==> src/design/sofl_pkg.sv <==
package sofl_pkg;

   // Field and datapath widths
   localparam int RANGE_WIDTH    = 16;
   localparam int TIME_WIDTH     = 32;
   localparam int FORCE_WIDTH    = 32;
   localparam int SCALE_WIDTH    = 16;
   localparam int MAG_WIDTH      = 16;
   localparam int PUSH_WIDTH     = 30;
   localparam int SUM_WIDTH      = 31;
   localparam int CSR_DATA_WIDTH = 32;
   localparam int CSR_ADDR_WIDTH = 5;

   localparam int NUM_SONARS = 3;

   // Direction gains in Q2.14: straight axis is 1.0, diagonal is 0.707
   localparam int AXIS_SHIFT = 14;
   localparam logic [AXIS_SHIFT-1:0] DIAG_GAIN = 14'd11583;

   // Ramp value for a range sitting on equal window bounds (1.0 in Q1.15)
   localparam logic [MAG_WIDTH-1:0] MAG_FULL = 16'd32768;

   // Register reset values
   localparam logic [RANGE_WIDTH-1:0]        MIN_DISTANCE_RESET = 16'd200;
   localparam logic [RANGE_WIDTH-1:0]        MAX_DISTANCE_RESET = 16'd2000;
   localparam logic [TIME_WIDTH-1:0]         TIMEOUT_RESET      = 32'd2000;
   localparam logic signed [SCALE_WIDTH-1:0] SCALE_RESET        = 16'sd256;

   typedef enum logic {
      OP_STORE = 1'b0,
      OP_APPLY = 1'b1
   } sofl_op_type;

   typedef enum logic [1:0] {
      SONAR_FRONT = 2'd0,
      SONAR_LEFT  = 2'd1,
      SONAR_RIGHT = 2'd2
   } sofl_sonar_type;

   typedef enum logic [2:0] {
      REG_MIN_DISTANCE = 3'd0,
      REG_MAX_DISTANCE = 3'd1,
      REG_TIMEOUT      = 3'd2,
      REG_SCALE_X      = 3'd3,
      REG_SCALE_Y      = 3'd4,
      REG_SCALE_Z      = 3'd5
   } sofl_reg_type;

   typedef enum logic [2:0] {
      ST_IDLE,
      ST_CHECK,
      ST_DIVIDE,
      ST_FORCE,
      ST_ADVANCE,
      ST_SCALE_X,
      ST_SCALE_Y,
      ST_DONE
   } sofl_state_type;

   typedef struct packed {
      logic [RANGE_WIDTH-1:0]        min_distance_mm;
      logic [RANGE_WIDTH-1:0]        max_distance_mm;
      logic [TIME_WIDTH-1:0]         timeout_ms;
      logic signed [SCALE_WIDTH-1:0] scale_x;
      logic signed [SCALE_WIDTH-1:0] scale_y;
      logic signed [SCALE_WIDTH-1:0] scale_z;
   } sofl_cfg_type;

endpackage

==> src/design/sofl_ifs.sv <==
interface sofl_req_if;
   logic               valid;
   logic               ready;
   logic               op;
   logic [1:0]         sonar_index;
   logic [15:0]        range_mm;
   logic [31:0]        stamp_ms;
   logic [31:0]        now_ms;
   logic signed [31:0] wrench_x;
   logic signed [31:0] wrench_y;
   logic signed [31:0] wrench_z;

   modport source (
      output valid, op, sonar_index, range_mm, stamp_ms, now_ms,
             wrench_x, wrench_y, wrench_z,
      input  ready
   );
   modport sink (
      input  valid, op, sonar_index, range_mm, stamp_ms, now_ms,
             wrench_x, wrench_y, wrench_z,
      output ready
   );
endinterface

interface sofl_rsp_if;
   logic               valid;
   logic               ready;
   logic signed [31:0] out_x;
   logic signed [31:0] out_y;
   logic signed [31:0] out_z;
   logic signed [31:0] avoid_x;
   logic signed [31:0] avoid_y;
   logic signed [31:0] avoid_z;
   logic               active;

   modport source (
      output valid, out_x, out_y, out_z, avoid_x, avoid_y, avoid_z, active,
      input  ready
   );
   modport sink (
      input  valid, out_x, out_y, out_z, avoid_x, avoid_y, avoid_z, active,
      output ready
   );
endinterface

==> src/design/sofl_csr.sv <==
module sofl_csr import sofl_pkg::*; (
   input  logic                      clock,
   input  logic                      reset,
   input  logic                      psel,
   input  logic                      penable,
   input  logic                      pwrite,
   input  logic [CSR_ADDR_WIDTH-1:0] paddr,
   input  logic [CSR_DATA_WIDTH-1:0] pwdata,
   output logic [CSR_DATA_WIDTH-1:0] prdata,
   output logic                      pready,
   output sofl_cfg_type              cfg
);

   sofl_cfg_type cfg_ff, cfg_in;
   sofl_reg_type reg_sel;
   logic         wr_en;

   assign reg_sel = sofl_reg_type'(paddr[CSR_ADDR_WIDTH-1:2]);
   assign wr_en   = psel & penable & pwrite;
   assign pready  = 1'b1;
   assign cfg     = cfg_ff;

   always_comb begin
      cfg_in = cfg_ff;
      if (wr_en) begin
         case (reg_sel)
            REG_MIN_DISTANCE: cfg_in.min_distance_mm = pwdata[RANGE_WIDTH-1:0];
            REG_MAX_DISTANCE: cfg_in.max_distance_mm = pwdata[RANGE_WIDTH-1:0];
            REG_TIMEOUT:      cfg_in.timeout_ms      = pwdata[TIME_WIDTH-1:0];
            REG_SCALE_X:      cfg_in.scale_x         = $signed(pwdata[SCALE_WIDTH-1:0]);
            REG_SCALE_Y:      cfg_in.scale_y         = $signed(pwdata[SCALE_WIDTH-1:0]);
            REG_SCALE_Z:      cfg_in.scale_z         = $signed(pwdata[SCALE_WIDTH-1:0]);
            default:          cfg_in = cfg_ff;
         endcase
      end
   end

   always_comb begin
      case (reg_sel)
         REG_MIN_DISTANCE: prdata = CSR_DATA_WIDTH'(cfg_ff.min_distance_mm);
         REG_MAX_DISTANCE: prdata = CSR_DATA_WIDTH'(cfg_ff.max_distance_mm);
         REG_TIMEOUT:      prdata = CSR_DATA_WIDTH'(cfg_ff.timeout_ms);
         REG_SCALE_X:      prdata = CSR_DATA_WIDTH'(cfg_ff.scale_x);
         REG_SCALE_Y:      prdata = CSR_DATA_WIDTH'(cfg_ff.scale_y);
         REG_SCALE_Z:      prdata = CSR_DATA_WIDTH'(cfg_ff.scale_z);
         default:          prdata = '0;
      endcase
   end

   always_ff @(posedge clock) begin
      if (reset) begin
         cfg_ff.min_distance_mm <= MIN_DISTANCE_RESET;
         cfg_ff.max_distance_mm <= MAX_DISTANCE_RESET;
         cfg_ff.timeout_ms      <= TIMEOUT_RESET;
         cfg_ff.scale_x         <= SCALE_RESET;
         cfg_ff.scale_y         <= SCALE_RESET;
         cfg_ff.scale_z         <= SCALE_RESET;
      end else begin
         cfg_ff <= cfg_in;
      end
   end

endmodule

==> src/design/sofl_div.sv <==
module sofl_div import sofl_pkg::*; (
   input  logic                 clock,
   input  logic                 reset,
   input  logic                 start,
   input  logic [MAG_WIDTH-1:0] dividend,
   input  logic [MAG_WIDTH-1:0] divisor,
   output logic                 done,
   output logic [MAG_WIDTH-1:0] quotient
);

   // Divide (dividend << 15) by divisor, dividend <= divisor: one quotient
   // bit per cycle, most significant first.
   localparam int CNT_WIDTH = $clog2(MAG_WIDTH);

   logic                 busy_ff, busy_in;
   logic                 done_ff, done_in;
   logic [CNT_WIDTH-1:0] cnt_ff, cnt_in;
   logic [MAG_WIDTH:0]   rem_ff, rem_in;
   logic [MAG_WIDTH-1:0] quo_ff, quo_in;
   logic [MAG_WIDTH-1:0] div_ff, div_in;
   logic [MAG_WIDTH:0]   trial;
   logic                 fits;

   assign trial    = (cnt_ff == '0) ? rem_ff : {rem_ff[MAG_WIDTH-1:0], 1'b0};
   assign fits     = trial >= {1'b0, div_ff};
   assign done     = done_ff;
   assign quotient = quo_ff;

   always_comb begin
      busy_in = busy_ff;
      done_in = 1'b0;
      cnt_in  = cnt_ff;
      rem_in  = rem_ff;
      quo_in  = quo_ff;
      div_in  = div_ff;
      if (start) begin
         busy_in = 1'b1;
         cnt_in  = '0;
         rem_in  = {1'b0, dividend};
         quo_in  = '0;
         div_in  = divisor;
      end else if (busy_ff) begin
         rem_in = fits ? (trial - {1'b0, div_ff}) : trial;
         quo_in = {quo_ff[MAG_WIDTH-2:0], fits};
         cnt_in = cnt_ff + 1'b1;
         if (cnt_ff == CNT_WIDTH'(MAG_WIDTH - 1)) begin
            busy_in = 1'b0;
            done_in = 1'b1;
         end
      end
   end

   always_ff @(posedge clock) begin
      if (reset) begin
         busy_ff <= 1'b0;
         done_ff <= 1'b0;
         cnt_ff  <= '0;
      end else begin
         busy_ff <= busy_in;
         done_ff <= done_in;
         cnt_ff  <= cnt_in;
      end
      rem_ff <= rem_in;
      quo_ff <= quo_in;
      div_ff <= div_in;
   end

endmodule

==> src/design/sofl_mul.sv <==
module sofl_mul import sofl_pkg::*; (
   input  logic                          clock,
   input  logic                          reset,
   input  logic                          start,
   input  logic signed [SUM_WIDTH-1:0]   multiplicand,
   input  logic signed [SCALE_WIDTH-1:0] multiplier,
   output logic                          done,
   output logic signed [FORCE_WIDTH-1:0] result
);

   // Shift-add over the gain bits, LSB first; the sign bit weighs negative.
   // The 48-bit product sits in {hi, lo}; result is product >> 21, rounded
   // half up.
   localparam int CNT_WIDTH = $clog2(SCALE_WIDTH);
   localparam int ACC_WIDTH = FORCE_WIDTH + 1;
   localparam int ROUND_BIT = 4;

   logic                          busy_ff, busy_in;
   logic                          done_ff, done_in;
   logic [CNT_WIDTH-1:0]          cnt_ff, cnt_in;
   logic signed [FORCE_WIDTH-1:0] hi_ff, hi_in;
   logic [SCALE_WIDTH-1:0]        lo_ff, lo_in;
   logic signed [SUM_WIDTH-1:0]   mcand_ff, mcand_in;
   logic signed [ACC_WIDTH-1:0]   mcand_ext;
   logic signed [ACC_WIDTH-1:0]   addend;
   logic signed [ACC_WIDTH-1:0]   acc;
   logic                          last_step;

   assign last_step = cnt_ff == CNT_WIDTH'(SCALE_WIDTH - 1);
   assign mcand_ext = ACC_WIDTH'(mcand_ff);
   assign addend    = !lo_ff[0] ? '0 : (last_step ? -mcand_ext : mcand_ext);
   assign acc       = ACC_WIDTH'(hi_ff) + addend;

   assign done   = done_ff;
   assign result = FORCE_WIDTH'($signed(hi_ff[FORCE_WIDTH-1:ROUND_BIT+1]))
                 + FORCE_WIDTH'({1'b0, hi_ff[ROUND_BIT]});

   always_comb begin
      busy_in  = busy_ff;
      done_in  = 1'b0;
      cnt_in   = cnt_ff;
      hi_in    = hi_ff;
      lo_in    = lo_ff;
      mcand_in = mcand_ff;
      if (start) begin
         busy_in  = 1'b1;
         cnt_in   = '0;
         hi_in    = '0;
         lo_in    = multiplier;
         mcand_in = multiplicand;
      end else if (busy_ff) begin
         hi_in  = acc[ACC_WIDTH-1:1];
         lo_in  = {acc[0], lo_ff[SCALE_WIDTH-1:1]};
         cnt_in = cnt_ff + 1'b1;
         if (last_step) begin
            busy_in = 1'b0;
            done_in = 1'b1;
         end
      end
   end

   always_ff @(posedge clock) begin
      if (reset) begin
         busy_ff <= 1'b0;
         done_ff <= 1'b0;
         cnt_ff  <= '0;
      end else begin
         busy_ff <= busy_in;
         done_ff <= done_in;
         cnt_ff  <= cnt_in;
      end
      hi_ff    <= hi_in;
      lo_ff    <= lo_in;
      mcand_ff <= mcand_in;
   end

endmodule

==> src/design/sonar_obstacle_force_limiter.sv <==
// Store beat: taken while the sequencer is idle, produces no result.
// Apply beat: each sonar is checked; a usable reading then goes through the 16-step
// serial divider (not on equal window bounds) and the force update, a skipped one
// straight to the next sonar; then come the two 16-step gain multiplies and the load.
// One apply at a time; next beat taken the cycle after the load, a held result stalls it.
// Synchronous active-high reset: sonar readings cleared, registers at defaults.
module sonar_obstacle_force_limiter import sofl_pkg::*; (
   input  logic                      clock,
   input  logic                      reset,
   sofl_req_if.sink                  req_chan,
   sofl_rsp_if.source                rsp_chan,
   input  logic                      psel,
   input  logic                      penable,
   input  logic                      pwrite,
   input  logic [CSR_ADDR_WIDTH-1:0] paddr,
   input  logic [CSR_DATA_WIDTH-1:0] pwdata,
   output logic [CSR_DATA_WIDTH-1:0] prdata,
   output logic                      pready
);

   sofl_cfg_type cfg;

   // Sonar reading store
   logic                   seen_ff  [NUM_SONARS];
   logic [RANGE_WIDTH-1:0] range_ff [NUM_SONARS];
   logic [TIME_WIDTH-1:0]  stamp_ff [NUM_SONARS];
   logic                   store_en;
   sofl_sonar_type         store_idx;

   // Sequencer state
   sofl_state_type         state_ff, state_in;
   sofl_sonar_type         sonar_ff, sonar_in;
   logic [TIME_WIDTH-1:0]  now_ff, now_in;
   logic signed [FORCE_WIDTH-1:0] wr_x_ff, wr_x_in;
   logic signed [FORCE_WIDTH-1:0] wr_y_ff, wr_y_in;
   logic signed [FORCE_WIDTH-1:0] wr_z_ff, wr_z_in;
   logic [MAG_WIDTH-1:0]   mag_ff, mag_in;
   logic [PUSH_WIDTH-1:0]  negx_ff, negx_in;
   logic [PUSH_WIDTH-1:0]  left_y_ff, left_y_in;
   logic [PUSH_WIDTH-1:0]  right_y_ff, right_y_in;
   logic signed [FORCE_WIDTH-1:0] avoid_x_ff, avoid_x_in;
   logic signed [FORCE_WIDTH-1:0] avoid_y_ff, avoid_y_in;

   // Result register
   logic                          rsp_valid_ff;
   logic                          rsp_load;
   logic signed [FORCE_WIDTH-1:0] out_x_ff, out_y_ff, out_z_ff;
   logic signed [FORCE_WIDTH-1:0] rsp_avoid_x_ff, rsp_avoid_y_ff;
   logic                          active_ff;

   // Datapath
   logic [TIME_WIDTH-1:0]         age;
   logic [RANGE_WIDTH-1:0]        cur_range;
   logic [RANGE_WIDTH-1:0]        span;
   logic                          reading_ok;
   logic [PUSH_WIDTH-1:0]         push_diag;
   logic [PUSH_WIDTH-1:0]         push_x;
   logic signed [SUM_WIDTH-1:0]   sum_x, sum_y;
   logic                          div_start, div_done;
   logic [MAG_WIDTH-1:0]          div_quotient;
   logic                          mul_start, mul_done;
   logic signed [SUM_WIDTH-1:0]   mul_a;
   logic signed [SCALE_WIDTH-1:0] mul_b;
   logic signed [FORCE_WIDTH-1:0] mul_result;
   logic                          hit_x, hit_y;
   logic                          req_ready;

   sofl_csr u_csr (
      .clock   (clock),
      .reset   (reset),
      .psel    (psel),
      .penable (penable),
      .pwrite  (pwrite),
      .paddr   (paddr),
      .pwdata  (pwdata),
      .prdata  (prdata),
      .pready  (pready),
      .cfg     (cfg)
   );

   sofl_div u_div (
      .clock    (clock),
      .reset    (reset),
      .start    (div_start),
      .dividend (cfg.max_distance_mm - cur_range),
      .divisor  (span),
      .done     (div_done),
      .quotient (div_quotient)
   );

   sofl_mul u_mul (
      .clock        (clock),
      .reset        (reset),
      .start        (mul_start),
      .multiplicand (mul_a),
      .multiplier   (mul_b),
      .done         (mul_done),
      .result       (mul_result)
   );

   // A reading counts when present, younger than the timeout (age taken
   // modulo 2^32) and inside the [min,max] window.
   assign cur_range  = range_ff[sonar_ff];
   assign age        = now_ff - stamp_ff[sonar_ff];
   assign span       = cfg.max_distance_mm - cfg.min_distance_mm;
   assign reading_ok = seen_ff[sonar_ff] && (age < cfg.timeout_ms)
                    && (cur_range >= cfg.min_distance_mm)
                    && (cur_range <= cfg.max_distance_mm);

   // Push magnitudes in Q1.29: front points straight back on x, the two
   // side sonars push at 0.707 on x and +/-0.707 on y.
   assign push_diag = PUSH_WIDTH'(mag_ff) * PUSH_WIDTH'(DIAG_GAIN);
   assign push_x    = (sonar_ff == SONAR_FRONT) ? {mag_ff, AXIS_SHIFT'(0)} : push_diag;

   // x only ever gets negative pushes: keep the strongest. y takes the
   // front-right push minus the front-left push.
   assign sum_x = SUM_WIDTH'(0) - $signed({1'b0, negx_ff});
   assign sum_y = $signed({1'b0, right_y_ff}) - $signed({1'b0, left_y_ff});

   // Clamp: an axis pushed toward the obstacle past the avoidance force
   // takes that force.
   assign hit_x = ((avoid_x_ff > 0) && (wr_x_ff < avoid_x_ff))
               || ((avoid_x_ff < 0) && (wr_x_ff > avoid_x_ff));
   assign hit_y = ((avoid_y_ff > 0) && (wr_y_ff < avoid_y_ff))
               || ((avoid_y_ff < 0) && (wr_y_ff > avoid_y_ff));

   // Store beats write straight into the reading store; index 3 is dropped.
   assign store_idx = sofl_sonar_type'(req_chan.sonar_index);
   assign store_en  = req_chan.valid && req_ready && (req_chan.op == OP_STORE)
                   && (req_chan.sonar_index < 2'(NUM_SONARS));

   assign req_chan.ready = req_ready;

   always_comb begin
      state_in   = state_ff;
      sonar_in   = sonar_ff;
      now_in     = now_ff;
      wr_x_in    = wr_x_ff;
      wr_y_in    = wr_y_ff;
      wr_z_in    = wr_z_ff;
      mag_in     = mag_ff;
      negx_in    = negx_ff;
      left_y_in  = left_y_ff;
      right_y_in = right_y_ff;
      avoid_x_in = avoid_x_ff;
      avoid_y_in = avoid_y_ff;
      req_ready  = 1'b0;
      rsp_load   = 1'b0;
      div_start  = 1'b0;
      mul_start  = 1'b0;
      mul_a      = sum_x;
      mul_b      = cfg.scale_x;
      case (state_ff)
         ST_IDLE: begin
            req_ready = 1'b1;
            if (req_chan.valid && (req_chan.op == OP_APPLY)) begin
               now_in     = req_chan.now_ms;
               wr_x_in    = req_chan.wrench_x;
               wr_y_in    = req_chan.wrench_y;
               wr_z_in    = req_chan.wrench_z;
               negx_in    = '0;
               left_y_in  = '0;
               right_y_in = '0;
               sonar_in   = SONAR_FRONT;
               state_in   = ST_CHECK;
            end
         end
         ST_CHECK: begin
            if (!reading_ok) begin
               state_in = ST_ADVANCE;
            end else if (span == '0) begin
               mag_in   = MAG_FULL;
               state_in = ST_FORCE;
            end else begin
               div_start = 1'b1;
               state_in  = ST_DIVIDE;
            end
         end
         ST_DIVIDE: begin
            if (div_done) begin
               mag_in   = div_quotient;
               state_in = ST_FORCE;
            end
         end
         ST_FORCE: begin
            if (push_x > negx_ff) begin
               negx_in = push_x;
            end
            if (sonar_ff == SONAR_LEFT) begin
               left_y_in = push_diag;
            end
            if (sonar_ff == SONAR_RIGHT) begin
               right_y_in = push_diag;
            end
            state_in = ST_ADVANCE;
         end
         ST_ADVANCE: begin
            if (sonar_ff == SONAR_RIGHT) begin
               mul_start = 1'b1;
               state_in  = ST_SCALE_X;
            end else begin
               sonar_in = sofl_sonar_type'(sonar_ff + 2'd1);
               state_in = ST_CHECK;
            end
         end
         ST_SCALE_X: begin
            mul_a = sum_y;
            mul_b = cfg.scale_y;
            if (mul_done) begin
               avoid_x_in = mul_result;
               mul_start  = 1'b1;
               state_in   = ST_SCALE_Y;
            end
         end
         ST_SCALE_Y: begin
            if (mul_done) begin
               avoid_y_in = mul_result;
               state_in   = ST_DONE;
            end
         end
         ST_DONE: begin
            // Hold until the result register is free or drains this cycle.
            if (!rsp_valid_ff || rsp_chan.ready) begin
               rsp_load = 1'b1;
               state_in = ST_IDLE;
            end
         end
         default: state_in = ST_IDLE;
      endcase
   end

   always_ff @(posedge clock) begin
      if (reset) begin
         state_ff <= ST_IDLE;
         sonar_ff <= SONAR_FRONT;
      end else begin
         state_ff <= state_in;
         sonar_ff <= sonar_in;
      end
      now_ff     <= now_in;
      wr_x_ff    <= wr_x_in;
      wr_y_ff    <= wr_y_in;
      wr_z_ff    <= wr_z_in;
      mag_ff     <= mag_in;
      negx_ff    <= negx_in;
      left_y_ff  <= left_y_in;
      right_y_ff <= right_y_in;
      avoid_x_ff <= avoid_x_in;
      avoid_y_ff <= avoid_y_in;
   end

   always_ff @(posedge clock) begin
      if (reset) begin
         for (int i = 0; i < NUM_SONARS; i++) begin
            seen_ff[i]  <= 1'b0;
            range_ff[i] <= '0;
            stamp_ff[i] <= '0;
         end
      end else if (store_en) begin
         seen_ff[store_idx]  <= 1'b1;
         range_ff[store_idx] <= req_chan.range_mm;
         stamp_ff[store_idx] <= req_chan.stamp_ms;
      end
   end

   // Result register: load on completion, drop once the beat is taken.
   always_ff @(posedge clock) begin
      if (reset) begin
         rsp_valid_ff <= 1'b0;
      end else if (rsp_load) begin
         rsp_valid_ff <= 1'b1;
      end else if (rsp_chan.ready) begin
         rsp_valid_ff <= 1'b0;
      end
      if (rsp_load) begin
         out_x_ff       <= hit_x ? avoid_x_ff : wr_x_ff;
         out_y_ff       <= hit_y ? avoid_y_ff : wr_y_ff;
         out_z_ff       <= wr_z_ff;
         rsp_avoid_x_ff <= avoid_x_ff;
         rsp_avoid_y_ff <= avoid_y_ff;
         active_ff      <= hit_x | hit_y;
      end
   end

   // z has no push from any sonar, so its avoidance force stays zero.
   assign rsp_chan.valid   = rsp_valid_ff;
   assign rsp_chan.out_x   = out_x_ff;
   assign rsp_chan.out_y   = out_y_ff;
   assign rsp_chan.out_z   = out_z_ff;
   assign rsp_chan.avoid_x = rsp_avoid_x_ff;
   assign rsp_chan.avoid_y = rsp_avoid_y_ff;
   assign rsp_chan.avoid_z = '0;
   assign rsp_chan.active  = active_ff;

endmodule

==> src/flat_wrapper.sv <==
// flat-port wrapper written by rule: the top's interface ports become plain ports
module sonar_obstacle_force_limiter_flat import sofl_pkg::*;
  (clock, reset, psel, penable, pwrite, paddr, pwdata, prdata, pready, req_chan_valid, req_chan_op, req_chan_sonar_index, req_chan_range_mm, req_chan_stamp_ms, req_chan_now_ms, req_chan_wrench_x, req_chan_wrench_y, req_chan_wrench_z, req_chan_ready, rsp_chan_valid, rsp_chan_out_x, rsp_chan_out_y, rsp_chan_out_z, rsp_chan_avoid_x, rsp_chan_avoid_y, rsp_chan_avoid_z, rsp_chan_active, rsp_chan_ready);
  sofl_req_if req_chan_i ();
  sofl_rsp_if rsp_chan_i ();
  input  logic clock;
  input  logic reset;
  input  logic psel;
  input  logic penable;
  input  logic pwrite;
  input  logic [CSR_ADDR_WIDTH-1:0] paddr;
  input  logic [CSR_DATA_WIDTH-1:0] pwdata;
  output logic [CSR_DATA_WIDTH-1:0] prdata;
  output logic pready;
  input wire logic [$bits(req_chan_i.valid)-1:0] req_chan_valid;
  input wire logic [$bits(req_chan_i.op)-1:0] req_chan_op;
  input wire logic [$bits(req_chan_i.sonar_index)-1:0] req_chan_sonar_index;
  input wire logic [$bits(req_chan_i.range_mm)-1:0] req_chan_range_mm;
  input wire logic [$bits(req_chan_i.stamp_ms)-1:0] req_chan_stamp_ms;
  input wire logic [$bits(req_chan_i.now_ms)-1:0] req_chan_now_ms;
  input wire logic [$bits(req_chan_i.wrench_x)-1:0] req_chan_wrench_x;
  input wire logic [$bits(req_chan_i.wrench_y)-1:0] req_chan_wrench_y;
  input wire logic [$bits(req_chan_i.wrench_z)-1:0] req_chan_wrench_z;
  output wire logic [$bits(req_chan_i.ready)-1:0] req_chan_ready;
  output wire logic [$bits(rsp_chan_i.valid)-1:0] rsp_chan_valid;
  output wire logic [$bits(rsp_chan_i.out_x)-1:0] rsp_chan_out_x;
  output wire logic [$bits(rsp_chan_i.out_y)-1:0] rsp_chan_out_y;
  output wire logic [$bits(rsp_chan_i.out_z)-1:0] rsp_chan_out_z;
  output wire logic [$bits(rsp_chan_i.avoid_x)-1:0] rsp_chan_avoid_x;
  output wire logic [$bits(rsp_chan_i.avoid_y)-1:0] rsp_chan_avoid_y;
  output wire logic [$bits(rsp_chan_i.avoid_z)-1:0] rsp_chan_avoid_z;
  output wire logic [$bits(rsp_chan_i.active)-1:0] rsp_chan_active;
  input wire logic [$bits(rsp_chan_i.ready)-1:0] rsp_chan_ready;
  assign req_chan_i.valid = req_chan_valid;
  assign req_chan_i.op = req_chan_op;
  assign req_chan_i.sonar_index = req_chan_sonar_index;
  assign req_chan_i.range_mm = req_chan_range_mm;
  assign req_chan_i.stamp_ms = req_chan_stamp_ms;
  assign req_chan_i.now_ms = req_chan_now_ms;
  assign req_chan_i.wrench_x = req_chan_wrench_x;
  assign req_chan_i.wrench_y = req_chan_wrench_y;
  assign req_chan_i.wrench_z = req_chan_wrench_z;
  assign req_chan_ready = req_chan_i.ready;
  assign rsp_chan_valid = rsp_chan_i.valid;
  assign rsp_chan_out_x = rsp_chan_i.out_x;
  assign rsp_chan_out_y = rsp_chan_i.out_y;
  assign rsp_chan_out_z = rsp_chan_i.out_z;
  assign rsp_chan_avoid_x = rsp_chan_i.avoid_x;
  assign rsp_chan_avoid_y = rsp_chan_i.avoid_y;
  assign rsp_chan_avoid_z = rsp_chan_i.avoid_z;
  assign rsp_chan_active = rsp_chan_i.active;
  assign rsp_chan_i.ready = rsp_chan_ready;
  sonar_obstacle_force_limiter u_core (.clock(clock), .reset(reset), .req_chan(req_chan_i), .rsp_chan(rsp_chan_i), .psel(psel), .penable(penable), .pwrite(pwrite), .paddr(paddr), .pwdata(pwdata), .prdata(prdata), .pready(pready));
endmodule
==> config.mk <==
export PLATFORM = sky130hd
export DESIGN_NAME = sonar_obstacle_force_limiter_flat
export DESIGN_NICKNAME = d
export VERILOG_FILES = /design/src/design/sofl_pkg.sv /design/src/design/sofl_ifs.sv /design/src/design/sofl_csr.sv /design/src/design/sofl_div.sv /design/src/design/sofl_mul.sv /design/src/design/sonar_obstacle_force_limiter.sv /design/src/flat_wrapper.sv
export SDC_FILE = /design/constraint.sdc
export NUM_CORES = 2
export LEC_CHECK = 0
export BUFFER_PORTS_ARGS = -buffer_cell sky130_fd_sc_hd__buf_2
export CAP_MARGIN = 20
export CORE_UTILIZATION = 60
export CTS_CLUSTER_SIZE = 40
export DETAILED_ROUTE_END_ITERATION = 12
export MAX_ROUTING_LAYER = met4
export PLACE_DENSITY = 0.9
export SLEW_MARGIN = 25
export SYNTH_ARGS = -nofsm -noshare
export SYNTH_HDL_FRONTEND = slang
export SYNTH_SLANG_ARGS = --single-unit
==> constraint.sdc <==
create_clock -name clock -period 17.46 [get_ports clock]
set_input_delay 2.619 -clock clock [delete_from_list [all_inputs] [get_ports clock]]
set_output_delay 2.619 -clock clock [all_outputs]
set_load 0.01 [all_outputs]
==> flow_metrics.py <==
metrics = {
    "power_and_ir_drop": {
        "p_per_area_nw_per_um2": 82.7,
        "pwr-share-clk_pct": 39.3,
        "switching_power_mw": 1.18,
        "p_leak_nw": 24.2,
        "seq_power_share_pct": 50.7,
        "p_int_mw": 3.61,
        "swShare_pct": 24.6,
        "p_comb_share_pct": 10.0,
        "ir_worst_vdd_mv": 0.102,
    },
    "clock_tree": {
        "cts_resized": 0,
        "holdBufCountCts": 0,
        "clockRootBuffer": "clkbuf_16",
        "cts-buffers-inserted": 92,
        "clock-sinks": 899,
        "insertion_delay_ps": 670,
        "htree_levels": 3,
        "cts_buffer_depth": 3,
        "clk_pin_slew_ps": 60,
        "cts_tree": "built",
        "post-cts-setup-buffer-count": 0,
    },
    "timing": {
        "setup_violations": 0,
        "clock_skew_ps": 22.7,
        "slew_headroom_pct": 27.5,
        "tns_ps": 0,
        "hold_viol_final": 0,
        "fin_crit_sh_pct": 51.7,
        "fin_crit_ps": 9020,
        "tightestPinTransition_ps": 1080,
        "final-max-slew-violation-count": 0,
        "rsz0062_at_grt": "no",
        "max_freq_ghz": 0.111,
    },
    "setup_path": {
        "endpoint_kind": "flop",
        "crit_type": "flop to flop",
        "worstPathArrival_ps": 9300,
        "crit_required_ps": 17740,
        "critPathMaxFanout": 30,
        "cpMaxStageDelayCell": "edfxtp_1",
        "worstSetupStartpointType": "flop",
        "crit_top_cell": "fa_1",
        "cpPeakStageDelay_ps": 680,
    },
    "floorplan": {
        "start_util_pct": 60.7,
        "rows": 107,
        "die_y_um": 296,
        "io_pins": 451,
        "core_region_area_sq_um": 85300,
        "die_w_um": 296,
        "fp.dieArea_sq_um": 87500,
    },
    "job": {
        "maxCapViolCount": 0,
    },
    "status": {
        "status": "finished, final reports clean",
    },
    "yosys": {
        "synth_ff_type": "edfxtp_1",
        "yosysSeqAreaShare_pct": 48.6,
        "synth_area_sq_um": 51800,
        "async_flop_share_pct": 0,
        "yosys_warnings": 0,
        "ys_types": 74,
        "synth_edf_count": 714,
        "ys_seq_elements": 899,
        "synth_area_per_cell_sq_um": 11.0,
        "synth_cells": 4718,
    },
    "hold_path": {
        "hp-class": "flop to flop",
    },
    "global_route": {
        "grt_pass1_vias": 37700,
        "antenna_found_initial": 26,
        "grt_use_total_pct": 31.1,
        "grt_max_degree": 91,
        "grt_pass1_wl_mm": 205,
        "overflow": 0,
    },
    "placement": {
        "io_buffers": 415,
        "dp_hpwl_mm": 97.2,
        "globalplace.congestion": 0.983,
    },
    "detailed_routing": {
        "num_vias": 38500,
        "wl_per_cell_um": 21.2,
        "drt-pass1-iter-count": 9,
        "wirelength_mm": 136,
        "first_iter_violations": 3861,
        "viasPerCell": 6.02,
        "ant_nets": 0,
        "post-route-drc-count": 0,
    },
    "cells_and_area": {
        "synthToLayoutAreaGrowth_pct": 12.0,
        "utilization_pct": 68.0,
        "drive_gt1_share_pct": 14.3,
        "final_nets": 5883,
    },
}
-- flip-flops by register name, indices dropped and copies added, names as in the netlist, 17 cells and up, named ones only --
name / count
u_core.wr_y_ff: 32
u_core.range_ff: 64
u_core.rsp_chan.avoid_x: 28
u_core.u_mul.mcand_ff: 31
u_core.negx_ff: 30
u_core.rsp_chan.out_y: 32
u_core.left_y_ff: 30
u_core.avoid_x_ff: 28
u_core.stamp_ff: 128
u_core.now_ff: 32
u_core.u_mul.hi_ff: 32
u_core.wr_x_ff: 32
u_core.u_div.rem_ff: 17
u_core.rsp_chan.out_x: 32
u_core.right_y_ff: 30
u_core.rsp_chan.out_z: 32
u_core.wr_z_ff: 32
u_core.avoid_y_ff: 28
u_core.rsp_chan.avoid_y: 28
u_core.u_csr.cfg: 112
-- area by class of cell --
type	instances	area, sq um
diodes	27	67.6
repair buffers	454	2370
clock buffers	120	2490
multi-input cells	3222	24300
clock inverters	50	385
flip-flops and latches	899	25200
inverters	481	1810
fillers	5851	27300
well taps	1144	1430
-- routing by layer --
layer	vias to the layer above	global-route usage [%]	wire length, um
li1	17600	-	-
met1	18500	36.8	50600
met2	2001	50.8	65600
met3	451	5.75	12100
met4	0	16.4	7560
met5	-	-	0
-- stage by stage --
step,total power [mW],instance area [sq um],instances,worst slack [ps],hold WS [ps]
2_1_floorplan,2.78,52100,4797,7760,400
3_5_place_dp,2.93,55000,6200,8490,341
4_1_cts,4.80,57900,6370,8440,353
5_1_grt,4.93,58000,6394,7840,366
3_3_place_gp,2.90,55000,6200,8270,334
6_report,4.79,58000,6397,8440,356
-- cell families (layout without fill, tap and decap cells) --
family	count (synthesis)	count (layout)	synth area share, %
AO/OA/AOI/OAI	878	878	10.6
multiplexers	238	238	5.97
XOR/XNOR	217	217	3.67
buffers and inverters	676	1105	5.24
AND/OR/NAND/NOR	1298	1298	12.1
adder cells (fa/ha/maj)	510	510	13.9
flip-flops	899	899	48.6
other	2	108	0.0145
-- worst paths after layout --
kind,from,end,slack (ps),cells past startpoint
worst max-delay path,u_core.mag_ff[13],u_core.negx_ff[28],8440,26
worst min-delay path,u_core.seen_ff[3],u_core.seen_ff[3],360,0
worst max register to register,u_core.mag_ff[13],u_core.negx_ff[28],8440,26
worst min register to register,u_core.seen_ff[3],u_core.seen_ff[3],360,0
-- cell usage in the layout (no fill, tap or decap), types with 32 or more instances in the layout --
master / Yosys / final
edfxtp_1: 714 / 714
inv_1: 480 / 480
nand2_1: 435 / 434
buf_2: 6 / 414
ha_1: 402 / 402
a21oi_1: 302 / 302
nor2_1: 266 / 262
and2_1: 197 / 197
dfxtp_1: 185 / 182
o21ai_0: 179 / 179
xnor2_1: 137 / 137
mux2i_1: 124 / 123
a21o_1: 122 / 121
fa_1: 108 / 108
clkbuf_16: 0 / 93
conb_1: 2 / 81
xor2_1: 80 / 80
nor3_1: 79 / 76
nand3_1: 73 / 73
mux2_2: 63 / 63
nand4_1: 55 / 55
mux4_2: 50 / 50
buf_4: 42 / 40
o221ai_1: 38 / 38
o21a_1: 33 / 33
nor2b_1: 32 / 32
or3_1: 32 / 32
-- power by group through the flow --
stage          logic, mW  registers, mW  clock network (mW)
2_1_floorplan      0.327           2.46                   0
3_3_place_gp       0.439           2.46                   0
3_5_place_dp       0.460           2.47                   0
4_1_cts            0.467           2.43                1.90
5_1_grt            0.521           2.43                1.98
6_report           0.479           2.43                1.89
-- critical path, delay by kind of cell (launching register included) --
family                     cells  cell delay, ps
xor gates and xnor gates       1             230
DFF                            1             680
buffers and inverters          4             450
and+or+nand+nor                6            1490
AOI/OAI and AO/OA              7            2050
adders and majority gates      8            3740
-- synthesized netlist by cell type, types with 24 or more instances --
master / instances / area share, %
nor2_1: 266 / 1.9
nor4_1: 31 / 0.37
nand3_1: 73 / 0.71
a21o_1: 122 / 1.8
mux2i_1: 124 / 2.4
nor3_1: 79 / 0.76
dfxtp_1: 185 / 7.2
clkbuf_1: 126 / 0.91
nor2b_1: 32 / 0.39
a21oi_1: 302 / 2.9
mux2_2: 63 / 1.4
o21ai_0: 179 / 1.7
nand2b_1: 30 / 0.36
and2_1: 197 / 2.4
xnor2_1: 137 / 2.3
edfxtp_1: 714 / 41
ha_1: 402 / 9.7
and3_1: 25 / 0.30
o21a_1: 33 / 0.48
o211ai_1: 24 / 0.35
fa_1: 108 / 4.2
or3_1: 32 / 0.39
nand2_1: 435 / 3.2
buf_4: 42 / 0.61
mux4_2: 50 / 2.2
o221ai_1: 38 / 0.64
xor2_1: 80 / 1.4
a211oi_1: 26 / 0.38
inv_1: 480 / 3.5
nand4_1: 55 / 0.66
No activity file was read; power rests on OpenSTA's default activity.
